`src/design/rse_pkg.sv`:
```
// Shared types, constants and helper functions for the radix symbol encoder.
package rse_pkg;

  // Default sizes for the top-level parameters.
  localparam int unsigned MaxSymbolsDefault = 128;
  localparam int unsigned ValueBitsDefault  = 32;

  // Fixed field widths.
  localparam int unsigned ValueW   = 32;
  localparam int unsigned SymIdxW  = 7;
  localparam int unsigned CharW    = 8;
  localparam int unsigned InDataW  = 48;
  localparam int unsigned OutDataW = 8;
  localparam int unsigned CfgIdxW  = 3;
  localparam int unsigned CfgDataW = 8;

  // Command queue depth and quotient bits resolved per divider cycle.
  localparam int unsigned CmdDepth = 2;
  localparam int unsigned DivStep  = 8;

  localparam logic [CharW-1:0] SpaceChar = 8'd32;

  // Configuration register indexes.
  localparam logic [CfgIdxW-1:0] RegRadix       = 3'd0;
  localparam logic [CfgIdxW-1:0] RegSymbolCount = 3'd1;
  localparam logic [CfgIdxW-1:0] RegDigitShift  = 3'd2;
  localparam logic [CfgIdxW-1:0] RegPadEnable   = 3'd3;
  localparam logic [CfgIdxW-1:0] RegSpaceEnable = 3'd4;

  localparam logic [7:0] RadixReset       = 8'd95;
  localparam logic [7:0] SymbolCountReset = 8'd95;

  typedef enum logic {
    OP_CONVERT     = 1'b0,
    OP_TABLE_WRITE = 1'b1
  } op_e;

  typedef struct packed {
    op_e              op;
    logic [ValueW-1:0]  value;
    logic [SymIdxW-1:0] sym_idx;
    logic [CharW-1:0]   sym_char;
  } cmd_t;

  typedef struct packed {
    logic [7:0] radix;
    logic [7:0] symbol_count;
    logic [6:0] digit_shift;
    logic       pad_enable;
    logic       space_enable;
  } cfg_t;

  // Reset contents of the symbol table: digits, upper, lower, then punctuation.
  function automatic logic [CharW-1:0] default_symbol(input logic [7:0] i);
    logic [CharW-1:0] s;
    if (i < 8'd10) begin
      s = 8'd48 + i;
    end else if (i < 8'd36) begin
      s = 8'd65 + (i - 8'd10);
    end else if (i < 8'd62) begin
      s = 8'd97 + (i - 8'd36);
    end else if (i < 8'd78) begin
      s = 8'd32 + (i - 8'd62);
    end else if (i < 8'd85) begin
      s = 8'd58 + (i - 8'd78);
    end else if (i < 8'd91) begin
      s = 8'd91 + (i - 8'd85);
    end else if (i < 8'd95) begin
      s = 8'd123 + (i - 8'd91);
    end else begin
      s = 8'd0;
    end
    return s;
  endfunction

  // Digits needed for one byte: smallest k with radix**k >= 255, clamped to 2..8.
  function automatic logic [3:0] digit_width(input logic [7:0] radix);
    logic [3:0] w;
    if (radix <= 8'd2) begin
      w = 4'd8;
    end else if (radix == 8'd3) begin
      w = 4'd6;
    end else if (radix <= 8'd6) begin
      w = 4'd4;
    end else if (radix <= 8'd15) begin
      w = 4'd3;
    end else begin
      w = 4'd2;
    end
    return w;
  endfunction

  // Eight restoring steps: x mod m for narrow operands, m nonzero.
  function automatic logic [7:0] mod_small(input logic [7:0] x, input logic [7:0] m);
    logic [8:0] r;
    r = '0;
    for (int i = 7; i >= 0; i--) begin
      r = {r[7:0], x[i]};
      if (r >= {1'b0, m}) begin
        r = r - {1'b0, m};
      end
    end
    return r[7:0];
  endfunction

endpackage

```
`src/design/radix_symbol_encoder.sv`:
```
// Top level of the radix symbol encoder: configuration registers and part wiring.
//
// Usage: each slave-side transfer carries one command. tuser 0 converts the
// value in tdata to a digit string in the configured radix; tuser 1 writes one
// symbol table entry and emits nothing. A conversion emits one character per
// master-side transfer, most significant digit first (optionally after leading
// spaces and zero-symbol padding), with tlast on the final character.
// The back part writes a table entry from idle and takes the next command only
// once the current one is done. A conversion divides by the radix once per
// digit, keeps digits below the symbol count, then emits spaces, zero symbols
// and kept digits. The divider resolves 8 quotient bits per cycle, and each
// symbol takes a rotate, a modulo by the symbol count and one symbol RAM read.
// A two-entry command queue lets the front keep taking transfers while the
// back part works or the receiver stalls; a stalled receiver holds the output
// register and the back part waits. Reset restores the register defaults and
// marks every table entry unwritten, so the table reads as the reset alphabet
// at once. Write the configuration port only while the block is idle.
module radix_symbol_encoder #(
  parameter int unsigned MAX_SYMBOLS = rse_pkg::MaxSymbolsDefault,
  parameter int unsigned VALUE_BITS  = rse_pkg::ValueBitsDefault
) (
  input  logic                          clk_i,
  input  logic                          rst_ni,
  input  logic                          s_axis_tvalid,
  output logic                          s_axis_tready,
  // value[31:0], symbol_index[38:32], symbol_char[46:39], zero fill [47]
  input  logic [rse_pkg::InDataW-1:0]   s_axis_tdata,
  // kind
  input  logic                          s_axis_tuser,
  output logic                          m_axis_tvalid,
  input  logic                          m_axis_tready,
  // out_char[7:0]
  output logic [rse_pkg::OutDataW-1:0]  m_axis_tdata,
  // last
  output logic                          m_axis_tlast,
  input  logic                          cfg_we_i,
  input  logic [rse_pkg::CfgIdxW-1:0]   cfg_idx_i,
  input  logic [rse_pkg::CfgDataW-1:0]  cfg_data_i
);
  import rse_pkg::*;

  localparam int unsigned CMD_W = $bits(cmd_t);

  cfg_t             cfg_q, cfg_d;
  cmd_t             front_cmd;
  cmd_t             head_cmd;
  logic [CMD_W-1:0] head_bits;
  logic             push, pop, full, empty;

  // Configuration writes land directly; unknown indexes are dropped.
  always_comb begin
    cfg_d = cfg_q;
    if (cfg_we_i) begin
      unique case (cfg_idx_i)
        RegRadix:       cfg_d.radix        = cfg_data_i;
        RegSymbolCount: cfg_d.symbol_count = cfg_data_i;
        RegDigitShift:  cfg_d.digit_shift  = cfg_data_i[6:0];
        RegPadEnable:   cfg_d.pad_enable   = cfg_data_i[0];
        RegSpaceEnable: cfg_d.space_enable = cfg_data_i[0];
        default: begin
        end
      endcase
    end
  end

  always_ff @(posedge clk_i or negedge rst_ni) begin
    if (!rst_ni) begin
      cfg_q.radix        <= RadixReset;
      cfg_q.symbol_count <= SymbolCountReset;
      cfg_q.digit_shift  <= '0;
      cfg_q.pad_enable   <= 1'b0;
      cfg_q.space_enable <= 1'b0;
    end else begin
      cfg_q <= cfg_d;
    end
  end

  // Front: take transfers, drop ones that do nothing, queue the rest.
  rse_front #(
    .MAX_SYMBOLS (MAX_SYMBOLS),
    .VALUE_BITS  (VALUE_BITS)
  ) u_front (
    .s_axis_tvalid (s_axis_tvalid),
    .s_axis_tready (s_axis_tready),
    .s_axis_tdata  (s_axis_tdata),
    .s_axis_tuser  (s_axis_tuser),
    .cfg_i         (cfg_q),
    .full_i        (full),
    .push_o        (push),
    .cmd_o         (front_cmd)
  );

  // Queue: decouples acceptance from execution.
  rse_fifo #(
    .WIDTH (CMD_W),
    .DEPTH (CmdDepth)
  ) u_cmd_fifo (
    .clk_i   (clk_i),
    .rst_ni  (rst_ni),
    .push_i  (push),
    .data_i  (CMD_W'(front_cmd)),
    .full_o  (full),
    .pop_i   (pop),
    .data_o  (head_bits),
    .empty_o (empty)
  );

  assign head_cmd = cmd_t'(head_bits);

  // Back: divide, look up symbols and stream characters out.
  rse_back #(
    .MAX_SYMBOLS (MAX_SYMBOLS),
    .VALUE_BITS  (VALUE_BITS)
  ) u_back (
    .clk_i         (clk_i),
    .rst_ni        (rst_ni),
    .cfg_i         (cfg_q),
    .cmd_i         (head_cmd),
    .empty_i       (empty),
    .pop_o         (pop),
    .m_axis_tvalid (m_axis_tvalid),
    .m_axis_tready (m_axis_tready),
    .m_axis_tdata  (m_axis_tdata),
    .m_axis_tlast  (m_axis_tlast)
  );

endmodule

```
`src/design/rse_ram.sv`:
```
// Generic single-write, single-read RAM with registered read data.
module rse_ram #(
  parameter int unsigned WIDTH = 8,
  parameter int unsigned DEPTH = 32,
  localparam int unsigned AW   = (DEPTH > 1) ? $clog2(DEPTH) : 1
) (
  input  logic             clk_i,
  input  logic             we_i,
  input  logic [AW-1:0]    waddr_i,
  input  logic [WIDTH-1:0] wdata_i,
  input  logic             re_i,
  input  logic [AW-1:0]    raddr_i,
  output logic [WIDTH-1:0] rdata_o
);

  logic [WIDTH-1:0] mem_q [DEPTH];
  logic [WIDTH-1:0] rdata_q;

  always_ff @(posedge clk_i) begin
    if (we_i) begin
      mem_q[waddr_i] <= wdata_i;
    end
    if (re_i) begin
      rdata_q <= mem_q[raddr_i];
    end
  end

  assign rdata_o = rdata_q;

endmodule

```
`src/design/rse_fifo.sv`:
```
// Short command queue between the front and back parts.
module rse_fifo #(
  parameter int unsigned WIDTH = 8,
  parameter int unsigned DEPTH = 2,
  localparam int unsigned AW   = (DEPTH > 1) ? $clog2(DEPTH) : 1,
  localparam int unsigned CW   = $clog2(DEPTH + 1)
) (
  input  logic             clk_i,
  input  logic             rst_ni,
  input  logic             push_i,
  input  logic [WIDTH-1:0] data_i,
  output logic             full_o,
  input  logic             pop_i,
  output logic [WIDTH-1:0] data_o,
  output logic             empty_o
);

  logic [WIDTH-1:0] mem_q [DEPTH];
  logic [AW-1:0]    wptr_q, wptr_d;
  logic [AW-1:0]    rptr_q, rptr_d;
  logic [CW-1:0]    count_q, count_d;
  logic             do_push, do_pop;

  assign full_o  = (count_q == CW'(DEPTH));
  assign empty_o = (count_q == '0);
  assign do_push = push_i && !full_o;
  assign do_pop  = pop_i && !empty_o;
  assign data_o  = mem_q[rptr_q];

  always_comb begin
    wptr_d  = wptr_q;
    rptr_d  = rptr_q;
    count_d = count_q;
    if (do_push) begin
      wptr_d = (wptr_q == AW'(DEPTH - 1)) ? '0 : wptr_q + 1'b1;
    end
    if (do_pop) begin
      rptr_d = (rptr_q == AW'(DEPTH - 1)) ? '0 : rptr_q + 1'b1;
    end
    if (do_push && !do_pop) begin
      count_d = count_q + 1'b1;
    end else if (do_pop && !do_push) begin
      count_d = count_q - 1'b1;
    end
  end

  always_ff @(posedge clk_i or negedge rst_ni) begin
    if (!rst_ni) begin
      wptr_q  <= '0;
      rptr_q  <= '0;
      count_q <= '0;
    end else begin
      wptr_q  <= wptr_d;
      rptr_q  <= rptr_d;
      count_q <= count_d;
    end
  end

  always_ff @(posedge clk_i) begin
    if (do_push) begin
      mem_q[wptr_q] <= data_i;
    end
  end

endmodule

```
`src/design/rse_front.sv`:
```
// Front part: accepts input transfers, classifies them and queues commands.
module rse_front #(
  parameter int unsigned MAX_SYMBOLS = 128,
  parameter int unsigned VALUE_BITS  = 32
) (
  input  logic                          s_axis_tvalid,
  output logic                          s_axis_tready,
  input  logic [rse_pkg::InDataW-1:0]   s_axis_tdata,
  input  logic                          s_axis_tuser,
  input  rse_pkg::cfg_t                 cfg_i,
  input  logic                          full_i,
  output logic                          push_o,
  output rse_pkg::cmd_t                 cmd_o
);
  import rse_pkg::*;

  localparam int unsigned DATA_W = (VALUE_BITS < ValueW) ? VALUE_BITS : ValueW;

  logic [ValueW-1:0]  value;
  logic [SymIdxW-1:0] sym_idx;
  logic [CharW-1:0]   sym_char;
  logic               keep;

  assign value    = s_axis_tdata[ValueW-1:0];
  assign sym_idx  = s_axis_tdata[ValueW+SymIdxW-1:ValueW];
  assign sym_char = s_axis_tdata[ValueW+SymIdxW+CharW-1:ValueW+SymIdxW];

  assign s_axis_tready = !full_i;

  always_comb begin
    cmd_o.value    = ValueW'(value[DATA_W-1:0]);
    cmd_o.sym_idx  = sym_idx;
    cmd_o.sym_char = sym_char;
    if (s_axis_tuser) begin
      cmd_o.op = OP_TABLE_WRITE;
      // drop writes past the end of the table
      keep     = (9'(sym_idx) < 9'(MAX_SYMBOLS));
    end else begin
      cmd_o.op = OP_CONVERT;
      // radix 0 or 1 produces nothing
      keep     = (cfg_i.radix >= 8'd2);
    end
  end

  assign push_o = s_axis_tvalid && !full_i && keep;

endmodule

```
`src/design/rse_back.sv`:
```
// Back part: digit extraction, symbol lookup and character emission.
module rse_back #(
  parameter int unsigned MAX_SYMBOLS = 128,
  parameter int unsigned VALUE_BITS  = 32
) (
  input  logic                         clk_i,
  input  logic                         rst_ni,
  input  rse_pkg::cfg_t                cfg_i,
  input  rse_pkg::cmd_t                cmd_i,
  input  logic                         empty_i,
  output logic                         pop_o,
  output logic                         m_axis_tvalid,
  input  logic                         m_axis_tready,
  output logic [rse_pkg::OutDataW-1:0] m_axis_tdata,
  output logic                         m_axis_tlast
);
  import rse_pkg::*;

  localparam int unsigned DATA_W  = (VALUE_BITS < ValueW) ? VALUE_BITS : ValueW;
  localparam int unsigned DIV_CYC = (DATA_W + DivStep - 1) / DivStep;
  localparam int unsigned DIV_W   = DIV_CYC * DivStep;
  localparam int unsigned CYC_W   = (DIV_CYC > 1) ? $clog2(DIV_CYC) : 1;
  localparam int unsigned IDX_W   = $clog2(MAX_SYMBOLS);
  localparam int unsigned BUF_AW  = $clog2(DATA_W);
  localparam int unsigned CNT_W   = $clog2(DATA_W + 1);

  localparam int unsigned ST_W = 4;
  localparam logic [ST_W-1:0] S_IDLE   = 4'd0;
  localparam logic [ST_W-1:0] S_SETUP  = 4'd1;
  localparam logic [ST_W-1:0] S_DIV    = 4'd2;
  localparam logic [ST_W-1:0] S_PLAN   = 4'd3;
  localparam logic [ST_W-1:0] S_NEXT   = 4'd4;
  localparam logic [ST_W-1:0] S_RDBUF  = 4'd5;
  localparam logic [ST_W-1:0] S_MAPADD = 4'd6;
  localparam logic [ST_W-1:0] S_MAPMOD = 4'd7;
  localparam logic [ST_W-1:0] S_TAB    = 4'd8;
  localparam logic [ST_W-1:0] S_OUT    = 4'd9;

  logic [ST_W-1:0]        state_q, state_d;
  logic [CNT_W-1:0]       dc_q, dc_d;
  logic [3:0]             sp_q, sp_d;
  logic [3:0]             nz_q, nz_d;
  logic [CYC_W-1:0]       cyc_q, cyc_d;
  logic [MAX_SYMBOLS-1:0] sym_vld_q, sym_vld_d;
  logic                   out_valid_q, out_valid_d;

  logic [DIV_W-1:0]  a_q, a_d;
  logic [7:0]        rem_q, rem_d;
  logic              zero_q, zero_d;
  logic [7:0]        soff_q, soff_d;
  logic [3:0]        wid_q, wid_d;
  logic [7:0]        r_q, r_d;
  logic [7:0]        x_q, x_d;
  logic [IDX_W-1:0]  idx_q, idx_d;
  logic              last_q, last_d;
  logic [CharW-1:0]  char_q, char_d;
  logic              vld_rd_q, vld_rd_d;
  logic [CharW-1:0]  out_char_q;
  logic              out_last_q;

  logic [7:0]        cnt;
  logic [DIV_W-1:0]  div_quo;
  logic [7:0]        div_rem;
  logic [8:0]        div_tmp;
  logic              keep_digit;
  logic [8:0]        map_sum;
  logic [7:0]        x_n;
  logic [IDX_W-1:0]  idx_n;
  logic [6:0]        w7, dc7, nz7, tot7, sp7;
  logic              out_load;

  logic              tab_we, tab_re;
  logic [IDX_W-1:0]  tab_waddr;
  logic [CharW-1:0]  tab_rdata;
  logic              buf_we, buf_re;
  logic [BUF_AW-1:0] buf_waddr, buf_raddr;
  logic [IDX_W-1:0]  buf_rdata;

  // active symbol count, capped at the table size
  always_comb begin
    if ({1'b0, cfg_i.symbol_count} > 9'(MAX_SYMBOLS)) begin
      cnt = 8'(MAX_SYMBOLS);
    end else begin
      cnt = cfg_i.symbol_count;
    end
  end

  // restoring divider, DivStep quotient bits per cycle
  always_comb begin
    div_rem = rem_q;
    div_quo = a_q;
    div_tmp = '0;
    for (int i = 0; i < DivStep; i++) begin
      div_tmp = {div_rem, div_quo[DIV_W-1]};
      div_quo = {div_quo[DIV_W-2:0], 1'b0};
      if (div_tmp >= {1'b0, cfg_i.radix}) begin
        div_tmp    = div_tmp - {1'b0, cfg_i.radix};
        div_quo[0] = 1'b1;
      end
      div_rem = div_tmp[7:0];
    end
  end

  assign keep_digit = (div_rem < cnt);

  // digit rotation and table index
  assign map_sum = {1'b0, r_q} + {1'b0, soff_q};
  assign x_n     = (map_sum >= {1'b0, cfg_i.radix}) ?
                   8'(map_sum - {1'b0, cfg_i.radix}) : map_sum[7:0];
  assign idx_n   = (cnt == 8'd0) ? '0 : IDX_W'(mod_small(x_q, cnt));

  // run plan: zero symbols and leading spaces
  always_comb begin
    w7  = 7'(wid_q);
    dc7 = 7'(dc_q);
    if (zero_q) begin
      nz7 = cfg_i.pad_enable ? w7 : 7'd1;
    end else if (cfg_i.pad_enable && (w7 > dc7)) begin
      nz7 = w7 - dc7;
    end else begin
      nz7 = 7'd0;
    end
    tot7 = dc7 + nz7;
    if (cfg_i.space_enable) begin
      sp7 = ((w7 > tot7) ? (w7 - tot7) : 7'd0) + 7'd1;
    end else begin
      sp7 = 7'd0;
    end
  end

  assign out_load = (state_q == S_OUT) && (!out_valid_q || m_axis_tready);

  always_comb begin
    state_d   = state_q;
    dc_d      = dc_q;
    sp_d      = sp_q;
    nz_d      = nz_q;
    cyc_d     = cyc_q;
    sym_vld_d = sym_vld_q;
    a_d       = a_q;
    rem_d     = rem_q;
    zero_d    = zero_q;
    soff_d    = soff_q;
    wid_d     = wid_q;
    r_d       = r_q;
    x_d       = x_q;
    idx_d     = idx_q;
    last_d    = last_q;
    char_d    = char_q;
    vld_rd_d  = vld_rd_q;
    pop_o     = 1'b0;
    tab_we    = 1'b0;
    tab_re    = 1'b0;
    tab_waddr = IDX_W'(cmd_i.sym_idx);
    buf_we    = 1'b0;
    buf_re    = 1'b0;
    buf_waddr = BUF_AW'(dc_q);
    buf_raddr = BUF_AW'(dc_q - 1'b1);

    unique case (state_q)
      S_IDLE: begin
        if (!empty_i) begin
          pop_o = 1'b1;
          if (cmd_i.op == OP_TABLE_WRITE) begin
            tab_we               = 1'b1;
            sym_vld_d[tab_waddr] = 1'b1;
          end else begin
            a_d     = DIV_W'(cmd_i.value[DATA_W-1:0]);
            rem_d   = '0;
            cyc_d   = '0;
            dc_d    = '0;
            zero_d  = (cmd_i.value[DATA_W-1:0] == '0);
            state_d = S_SETUP;
          end
        end
      end
      S_SETUP: begin
        soff_d  = mod_small({1'b0, cfg_i.digit_shift}, cfg_i.radix);
        wid_d   = digit_width(cfg_i.radix);
        state_d = zero_q ? S_PLAN : S_DIV;
      end
      S_DIV: begin
        a_d   = div_quo;
        rem_d = div_rem;
        if (cyc_q == CYC_W'(DIV_CYC - 1)) begin
          cyc_d = '0;
          rem_d = '0;
          if (keep_digit) begin
            buf_we = 1'b1;
            dc_d   = dc_q + 1'b1;
          end
          if (div_quo == '0) begin
            state_d = S_PLAN;
          end
        end else begin
          cyc_d = cyc_q + 1'b1;
        end
      end
      S_PLAN: begin
        nz_d    = 4'(nz7);
        sp_d    = 4'(sp7);
        state_d = S_NEXT;
      end
      S_NEXT: begin
        if (sp_q != 4'd0) begin
          sp_d    = sp_q - 1'b1;
          char_d  = SpaceChar;
          last_d  = (sp_q == 4'd1) && (nz_q == 4'd0) && (dc_q == '0);
          state_d = S_OUT;
        end else if (nz_q != 4'd0) begin
          nz_d    = nz_q - 1'b1;
          r_d     = '0;
          last_d  = (nz_q == 4'd1) && (dc_q == '0);
          state_d = S_MAPADD;
        end else if (dc_q != '0) begin
          dc_d    = dc_q - 1'b1;
          buf_re  = 1'b1;
          last_d  = (dc_q == CNT_W'(1));
          state_d = S_RDBUF;
        end else begin
          state_d = S_IDLE;
        end
      end
      S_RDBUF: begin
        r_d     = 8'(buf_rdata);
        state_d = S_MAPADD;
      end
      S_MAPADD: begin
        x_d     = x_n;
        state_d = S_MAPMOD;
      end
      S_MAPMOD: begin
        idx_d    = idx_n;
        tab_re   = 1'b1;
        vld_rd_d = sym_vld_q[idx_n];
        state_d  = S_TAB;
      end
      S_TAB: begin
        // entries never written read as the reset alphabet
        char_d  = vld_rd_q ? tab_rdata : default_symbol(8'(idx_q));
        state_d = S_OUT;
      end
      S_OUT: begin
        if (out_load) begin
          state_d = S_NEXT;
        end
      end
      default: begin
        state_d = S_IDLE;
      end
    endcase
  end

  always_comb begin
    out_valid_d = out_valid_q;
    if (out_valid_q && m_axis_tready) begin
      out_valid_d = 1'b0;
    end
    if (out_load) begin
      out_valid_d = 1'b1;
    end
  end

  always_ff @(posedge clk_i or negedge rst_ni) begin
    if (!rst_ni) begin
      state_q     <= S_IDLE;
      dc_q        <= '0;
      sp_q        <= '0;
      nz_q        <= '0;
      cyc_q       <= '0;
      sym_vld_q   <= '0;
      out_valid_q <= 1'b0;
    end else begin
      state_q     <= state_d;
      dc_q        <= dc_d;
      sp_q        <= sp_d;
      nz_q        <= nz_d;
      cyc_q       <= cyc_d;
      sym_vld_q   <= sym_vld_d;
      out_valid_q <= out_valid_d;
    end
  end

  always_ff @(posedge clk_i) begin
    a_q      <= a_d;
    rem_q    <= rem_d;
    zero_q   <= zero_d;
    soff_q   <= soff_d;
    wid_q    <= wid_d;
    r_q      <= r_d;
    x_q      <= x_d;
    idx_q    <= idx_d;
    last_q   <= last_d;
    char_q   <= char_d;
    vld_rd_q <= vld_rd_d;
    if (out_load) begin
      out_char_q <= char_q;
      out_last_q <= last_q;
    end
  end

  assign m_axis_tvalid = out_valid_q;
  assign m_axis_tdata  = out_char_q;
  assign m_axis_tlast  = out_last_q;

  rse_ram #(
    .WIDTH (CharW),
    .DEPTH (MAX_SYMBOLS)
  ) u_symbol_ram (
    .clk_i   (clk_i),
    .we_i    (tab_we),
    .waddr_i (tab_waddr),
    .wdata_i (cmd_i.sym_char),
    .re_i    (tab_re),
    .raddr_i (idx_n),
    .rdata_o (tab_rdata)
  );

  rse_ram #(
    .WIDTH (IDX_W),
    .DEPTH (DATA_W)
  ) u_digit_ram (
    .clk_i   (clk_i),
    .we_i    (buf_we),
    .waddr_i (buf_waddr),
    .wdata_i (IDX_W'(div_rem)),
    .re_i    (buf_re),
    .raddr_i (buf_raddr),
    .rdata_o (buf_rdata)
  );

  a_digit_count_bound: assert property (@(posedge clk_i) disable iff (!rst_ni)
    dc_q <= CNT_W'(DATA_W))
    else $error("digit count exceeds value width");

  a_rem_below_radix: assert property (@(posedge clk_i) disable iff (!rst_ni)
    (state_q == S_DIV) |-> (rem_q < cfg_i.radix))
    else $error("partial remainder not below radix");

  a_hold_on_stall: assert property (@(posedge clk_i) disable iff (!rst_ni)
    (state_q == S_OUT && out_valid_q && !m_axis_tready) |=> (state_q == S_OUT))
    else $error("character left output stage while receiver stalled");

  a_plan_bound: assert property (@(posedge clk_i) disable iff (!rst_ni)
    (nz_q <= 4'd8) && (sp_q <= 4'd9))
    else $error("pad or space count out of range");

endmodule
```
`config.mk`:
```
export PLATFORM = sky130hd
export DESIGN_NAME = radix_symbol_encoder
export DESIGN_NICKNAME = d
export VERILOG_FILES = /design/src/design/rse_pkg.sv /design/src/design/radix_symbol_encoder.sv /design/src/design/rse_ram.sv /design/src/design/rse_fifo.sv /design/src/design/rse_front.sv /design/src/design/rse_back.sv
export SDC_FILE = /design/constraint.sdc
export NUM_CORES = 2
export LEC_CHECK = 0
export BUFFER_PORTS_ARGS = -buffer_cell sky130_fd_sc_hd__buf_2
export CORE_ASPECT_RATIO = 0.7
export CORE_UTILIZATION = 46
export DETAILED_ROUTE_END_ITERATION = 10
export PLACE_DENSITY_LB_ADDON = 0.2
export SYNTH_ARGS = -nofsm -noshare
export SYNTH_HDL_FRONTEND = slang
export SYNTH_SLANG_ARGS = --single-unit
```
`constraint.sdc`:
```
create_clock -name clk_i -period 23.1 [get_ports clk_i]
set_input_delay 1.155 -clock clk_i [delete_from_list [all_inputs] [get_ports clk_i]]
set_output_delay 1.155 -clock clk_i [all_outputs]
set_load 0.02 [all_outputs]
```
# Word level (Yosys, flattened, before mapping)
# Memory sizes are Yosys's and may differ from the RTL's. A register that Yosys moved wholly into a read port is not among the register bits.
# Index checks and enable logic that the tools add are counted.
totals:
  reg_bits: 273
  latch_bits: 0
  ram_bits: 1344
  rom_bits: 0
  in_bits: 65
  out_inout_bits: 11
  wordCells: 345
  mem_count: 3
op_classes:
  add_sub_neg: 52
  mul: 0
  n_div: 0
  n_lt_le_gt_ge: 43
  n_eq_ne: 30
  n_shift: 0
  mux: 131
  n_bitwise: 3
  n_reduce_logical: 54
memory_table:
  columns: ["memory", "words", "width", "read_ports", "rd_clocked_by_memory_dff", "wr", "line", "text"]
  rows:
  - ["u_back.u_symbol_ram.mem_q", 128, 8, 1, 1, 1, "rse_ram.sv:16", "logic [WIDTH-1:0] mem_q [DEPTH];"]
  - ["u_back.u_digit_ram.mem_q", 32, 7, 1, 1, 1, "rse_ram.sv:16", null]
  - ["u_cmd_fifo.mem_q", 2, 48, 1, 0, 1, "rse_fifo.sv:18", "logic [WIDTH-1:0] mem_q [DEPTH];"]
ops:
  columns: ["cell", "n"]
  rows:
  - ["8-bit 2-to-1 mux", 46]
  - ["9-bit by 8-bit >= comparator with 1-bit output", 23]
  - ["8-bit subtractor", 22]
  - ["128-bit OR", 1]
  - ["32-bit logical NOT", 2]
  - ["32-bit 2-to-1 mux", 2]
  - ["32-bit case mux with 2 select lines", 1]
  - ["4-bit 2-to-1 mux", 15]
  - ["8-bit case mux with 2 select lines", 3]
  - ["6-bit 2-to-1 mux", 7]
  - ["1-bit 2-to-1 mux", 40]
  - ["4-bit case mux with 10 select lines", 1]
  - ["7-bit by 8-bit adder with 8-bit output (first input constant)", 4]
  - ["7-bit < comparator (second input constant)", 4]
  - ["7-bit 2-to-1 mux", 4]
  - ["7-bit by 7-bit subtractor with 8-bit output (second input constant)", 3]
  - ["6-bit case mux with 3 select lines", 1]
  - ["6-bit by 8-bit adder with 8-bit output (first input constant)", 2]
  - ["4-bit by 3-bit equality test with 1-bit output (second input constant)", 4]
  - ["7-bit by 8-bit < comparator with 1-bit output (second input constant)", 2]
  - ["4-bit case mux with 2 select lines", 2]
  - ["2-bit AND reduction", 8]
  - ["7-bit by 6-bit subtractor with 8-bit output (second input constant)", 2]
  - ["3-bit AND reduction", 5]
  - ["other kinds (61)", 109]

# Longest topological paths before layout
depth:
  word_depth: 23
  ltp_mapped: 114
  depth_no_buf: 110

# Modules after synthesis
# Synthesis repeated with hierarchy kept, for this count alone.
unflattened:
  hier_cells: 4855
  area_unflattened_um2: 76250.6
modules_own_cells:
  columns: ["module", "n_inst", "cells_each", "area_each_um2", "seq_area_each_um2"]
  rows:
  - ["rse_ram (u_back.u_symbol_ram)", 1, 1635, 39745.6, 30989.7]
  - ["rse_back", 1, 2571, 22496.6, 6551.3]
  - ["rse_ram (u_back.u_digit_ram)", 1, 371, 8902.3, 6936.7]
  - ["rse_fifo", 1, 168, 3706.1, 2982.9]
  - ["radix_symbol_encoder", 1, 57, 999.7, 640.6]
  - ["rse_front", 1, 53, 400.4, 0.0]

# Least setup slack after synthesis
# OpenSTA, ideal clock, no wires.
synth_timing:
  kind: "flip-flop to flip-flop"
  start: "register cfg_q[18] in the netlist's numbering"
  end: "memory u_back.u_digit_ram.mem_q[12][0] in the netlist's numbering (enable)"
  setup_ns: 0.360
  arrival_time_ns: 22.574
  t_required_ns: 22.740
  setup_slack_ns: 0.166
  stages_incl_launch_ff: 105
  n_path_buf: 2
  synth_period_minus_slack_ns: 22.934
  path_cell_list: "dfstp_2 -> inv_1 -> ha_1 -> nor2b_1 -> o21ai_0 -> a21boi_1 -> o221a_2 -> o21ai_1 -> nand2_1 -> o21ai_0 -> inv_1 -> ha_1 -> nor2b_1 -> o21ai_0 -> a21oi_1 -> o21a_1 -> o21ai_0 -> a21o_1 -> [69 not listed] -> inv_1 -> ha_1 -> a21oi_1 -> o21ai_0 -> a21oi_1 -> o21bai_1 -> a21o_1 -> a21o_1 -> o21bai_1 -> a21oi_1 -> nand2_1 -> mux2i_1 -> ha_1 -> nand3_1 -> o2111ai_1 -> a21oi_1 -> o311ai_1 -> nor2_1"
synth_via:
  elab_chain_cells: 22
  elab_cells_between_ends: 30
  cone_classes: "add/sub (8); order compare (9); mux (13)"
synth_rtl:
  columns: ["item", "line", "text"]
  rows:
  - ["start, declared", "radix_symbol_encoder.sv:44", "cfg_t cfg_q, cfg_d;"]
  - ["start signal, assigned", "radix_symbol_encoder.sv:74", "cfg_q <= cfg_d;"]
  - ["8-bit subtractor or 9-bit by 8-bit >= comparator with 1-bit output (tied branches)", "rse_back.sv:97, rse_back.sv:96", null]
  - ["8-bit 2-to-1 mux", "rse_back.sv:96", "if (div_tmp >= {1'b0, cfg_i.radix}) begin"]
  - ["8-bit subtractor or 9-bit by 8-bit >= comparator with 1-bit output (tied branches)", "rse_back.sv:97, rse_back.sv:96", null]
  - ["8-bit 2-to-1 mux", "rse_back.sv:96", null]
  - ["8-bit subtractor or 9-bit by 8-bit >= comparator with 1-bit output (tied branches)", "rse_back.sv:97, rse_back.sv:96", null]
  - ["8-bit 2-to-1 mux", "rse_back.sv:96", null]
  - ["8-bit subtractor or 9-bit by 8-bit >= comparator with 1-bit output (tied branches)", "rse_back.sv:97, rse_back.sv:96", null]
  - ["8-bit 2-to-1 mux", "rse_back.sv:96", null]
  - ["[7 not listed]", null, null]
  - ["8-bit 2-to-1 mux *", "rse_back.sv:96", null]
  - ["via u_back.div_tmp[1]", "rse_back.sv:64", "logic [8:0] div_tmp;"]
  - ["8-bit < comparator *", "rse_back.sv:104", "assign keep_digit = (div_rem < cnt);"]
  - ["1-bit 2-to-1 mux *", "rse_back.sv:188", "if (keep_digit) begin"]
  - ["1-bit 2-to-1 mux *", "rse_back.sv:185", "if (cyc_q == CYC_W'(DIV_CYC - 1)) begin"]
  - ["1-bit 2-to-1 mux *", "rse_back.sv:160", "unique case (state_q)"]
  - ["1-bit 2-to-1 mux *", "rse_ram.sv:20", "if (we_i) begin"]
  - ["1-bit 2-to-1 mux (not written as such) *", "rse_ram.sv:21", "mem_q[waddr_i] <= wdata_i;"]
  - ["end, declared", "rse_ram.sv:16", null]
# Mark *: on every way through the listed nets, which the timed path passes. The rest lies on a longest branch.

# Worst setup path after layout
layout_timing:
  start: "register cfg_q[18] in the netlist's numbering"
  end: "memory u_back.u_digit_ram.mem_q[5][4] in the netlist's numbering (enable)"
# The elaborated chain is that of the path after synthesis.

==> flow_summary.yaml <==
yosys:
  synth_edf_count: 1453
  netlist_top_cells_count: "1453 x edfxtp_1, 608 x nand2_1, 338 x nand3_1"
  synth_top_area_cell: "edfxtp_1"
  syn_inst: 5943
  ys_ff_latch: 1631
  ys_top_cells_by_area: "edfxtp_1 56%, dfrtp_1 5.4%, mux4_2 4.0%, ha_1 4.0%, nand2_1 2.9%"
  yosysUniqueCellTypes: 106
  synth_area_per_cell_sq_um: 13.05
  netlist.area_leader.share_pct: 56.26
  async_flop_share_pct: 10.91
  ys_seq_area_share_pct: 62.02
  synthFlopType: "edfxtp_1"
  yosysMostFrequentCell: "edfxtp_1"
  netlist_area_sq_um: 77550
  ys.warnings.count: 0
global_route:
  antenna_found_initial: 14
  grt_pass1_vias: 48845
  grt_pass1_wl_mm: 322.4
  grt_usage_pct: 25.21
  grt_max_degree: 104
  grt-ovfl-total: 0
critical_path:
  reg2reg_slack_ns: 1.72
  crit_fanout: 10
  reg2regPathDepth: 107
  worst_path_most_repeated_cell: "o21ai_0"
  critPathLaunchType: "flip-flop"
  crit_start: "cfg_q[18]$_DFFE_PN1P_"
  r2r-start: "cfg_q[18]$_DFFE_PN1P_"
  cp.arrival_ns: 21.88
  path_class: "reg -> reg"
  slowest_delay_ns: 0.53
  r2r-end: "u_back.u_digit_ram.mem_q[5][4]$_DFFE_PP_"
  crit_required_ns: 23.60
  worst_setup_path_end_kind: "flip-flop"
  cp_slowest_cell: "dfstp_2"
  endpoint: "u_back.u_digit_ram.mem_q[5][4]$_DFFE_PP_"
layout:
  nets: 6374
  multi_input_area_sq_um: 27940
  drive_above_1_share_pct: 16.02
  register_area_sq_um: 48110
  area_delta_synth_final_pct: 11.84
  fill_cells: 14029
detailed_routing:
  drt_wl_total_mm: 217.4
  dr_wl_met2_mm: 90.59
  drtIter0Drc: 6376
  ant_nets: 0
  post_drt_wl_per_cell_um: 25.90
  wl_met3_mm: 20.85
  routedLengthMet1_mm: 101.6
  drc: 0
  top_layer: "met5"
  first_pass_iters: 6
  viasPerCell: 6.132
  route.vias.total: 51468
sta:
  clock.fmax_ghz: 0.04678
  slew_headroom_pct: 7.476
  min_period_over_period_pct: 92.54
  setup_viol: 0
  worst_clock_skew_ns: 0.04101
  drv_slew: 0
  worst_slack_ns: 1.723
  tightest_slew_ns: 1.383
  fin_crit_ns: 21.38
  hold_viol: 0
placed_design:
  port_buffers: 74
  gp_congestion: 0.9285
  preCtsSetupSlack_ns: 0.7858
  hpwl_mm: 139.2
cts:
  insertion_delay_ns: 0.82
  path_clk_slew_ns: 0.06
  cts_hold_buf: 0
  root_buffer: "clkbuf_16"
  cts_tree: "built"
  cts_sinks: 1631
  cts_buffers: 157
  cts.htree.levels: 4
  cts_max_path_buffers: 3
worst_hold_path:
  hold_class: "in -> async"
floorplanning:
  num_io_pins: 76
  die_w_um: 492.8
  initial_core_util_pct: 46.52
  core-area_sq_um: 166700
  die_h_um: 345.5
  fp.dieArea_sq_um: 170300
  row_count: 125
run_status:
  status: "complete, no violations"
flow_run:
  drv_cap: 0
==> layout by cell type (no fill, tap or decap), types with 41 or more instances in the layout <==
master | Yosys | routed
edfxtp_1 | 1453 | 1453
nand2_1 | 608 | 599
nand3_1 | 338 | 337
nor2_1 | 314 | 280
o21ai_0 | 270 | 262
a21oi_1 | 255 | 254
ha_1 | 245 | 244
inv_1 | 180 | 180
dfrtp_1 | 166 | 164
clkbuf_16 | 0 | 162
buf_4 | 10 | 147
mux2i_1 | 145 | 142
mux4_2 | 138 | 138
or2_2 | 132 | 131
a32oi_1 | 103 | 103
a211oi_1 | 100 | 100
xnor2_1 | 96 | 95
a31oi_1 | 85 | 84
and3_1 | 84 | 84
mux2_2 | 84 | 76
buf_2 | 80 | 73
nand4_1 | 67 | 67
a21o_1 | 66 | 65
xor2_1 | 41 | 41
==> how the worst min path moves through the flow <==
stage	end	slack, ns	cells after the start
after floorplan	u_back.m_axis_tdata[0]$_DFFE_PP_	0.40	0
final	u_back.sym_vld_q[76]$_DFFE_PN0P_	0.32	1
after CTS	u_back.sym_vld_q[76]$_DFFE_PN0P_	0.32	1
after global placement	u_back.sym_vld_q[48]$_DFFE_PN0P_	0.44	1
after detailed placement	u_back.sym_vld_q[107]$_DFFE_PN0P_	0.44	1
after global routing	u_back.sym_vld_q[70]$_DFFE_PN0P_	0.36	1
==> sequential cells by signal (all words and copies together) (netlist names), 2 cells and up <==
register / cells
cfg_q: 25
u_back.a_q: 32
u_back.char_q: 8
u_back.cyc_q: 2
u_back.dc_q: 6
u_back.idx_q: 7
u_back.m_axis_tdata: 8
u_back.nz_q: 4
u_back.r_q: 7
u_back.rem_q: 8
u_back.soff_q: 8
u_back.sp_q: 4
u_back.state_q: 4
u_back.sym_vld_q: 128
u_back.u_digit_ram.mem_q: 224
u_back.u_digit_ram.rdata_o: 7
u_back.u_symbol_ram.mem_q: 1024
u_back.u_symbol_ram.rdata_o: 8
u_back.wid_q: 4
u_back.x_q: 8
u_cmd_fifo.count_q: 2
u_cmd_fifo.mem_q: 96
==> layout make-up <==
type                       instances  area share, %
clock buffer                     207          5.065
inverter                         183         0.8064
tap                             2222          3.205
multi-input combinational       3826          32.21
timing repair buffer             238          2.089
antenna                            2       0.005770
clock inverter                    84          1.154
sequential                      1631          55.46
==> logic make-up (layout without fill, tap and decap cells) <==
family | count (synthesis) | in the layout | share of synthesized area, %
AO/OA/AOI/OAI | 1222 | 1223 | 10.65
XOR/XNOR | 137 | 137 | 1.547
adder cells (fa/ha/maj) | 272 | 272 | 4.650
buffers and inverters | 490 | 712 | 2.607
flip-flops | 1631 | 1631 | 62.02
multiplexers | 370 | 370 | 7.165
other | 1 | 6 | 0.004835
AND/OR/NAND/NOR | 1820 | 1820 | 11.35
==> critical path: cells and delay by family (launching register included) <==
kind / cells / cell delay (ns)
fa+ha+maj: 9 / 2.65
simple gates: 18 / 3.04
buf+inv: 15 / 2.01
flops: 1 / 0.53
compound gates: 61 / 11.44
mux: 4 / 1.34
==> metrics by stage <==
step           cells  cell area [sq um]  TNS [ns]  utilization, %  hold WS (ns)
2_1_floorplan   5946              77560         0               -        0.4003
4_1_cts         8358              86170         0           51.68        0.3152
3_5_place_dp    8067              80770         0           48.45        0.4443
6_report        8393              86740         0           52.02        0.3205
5_1_grt         8393              86740   -0.2225           52.02        0.3599
3_3_place_gp    8067              80770         0           48.45        0.4428
==> timing repair <==
item | in CTS | in global routing
gates resized for setup | 0 | 70
buffers inserted | 0 | 31
endpoints found under the setup margin | 0 | 271
==> layer usage <==
layer,GRT usage [%],vias to the layer above
met3,5.695,300
met1,39.83,25954
li1,-,22977
met4,6.225,2
met2,34.64,2235
met5,0,-
Power is not shown: default switching activity piles up to over one toggle a cycle in this logic, so the estimate is an artifact.
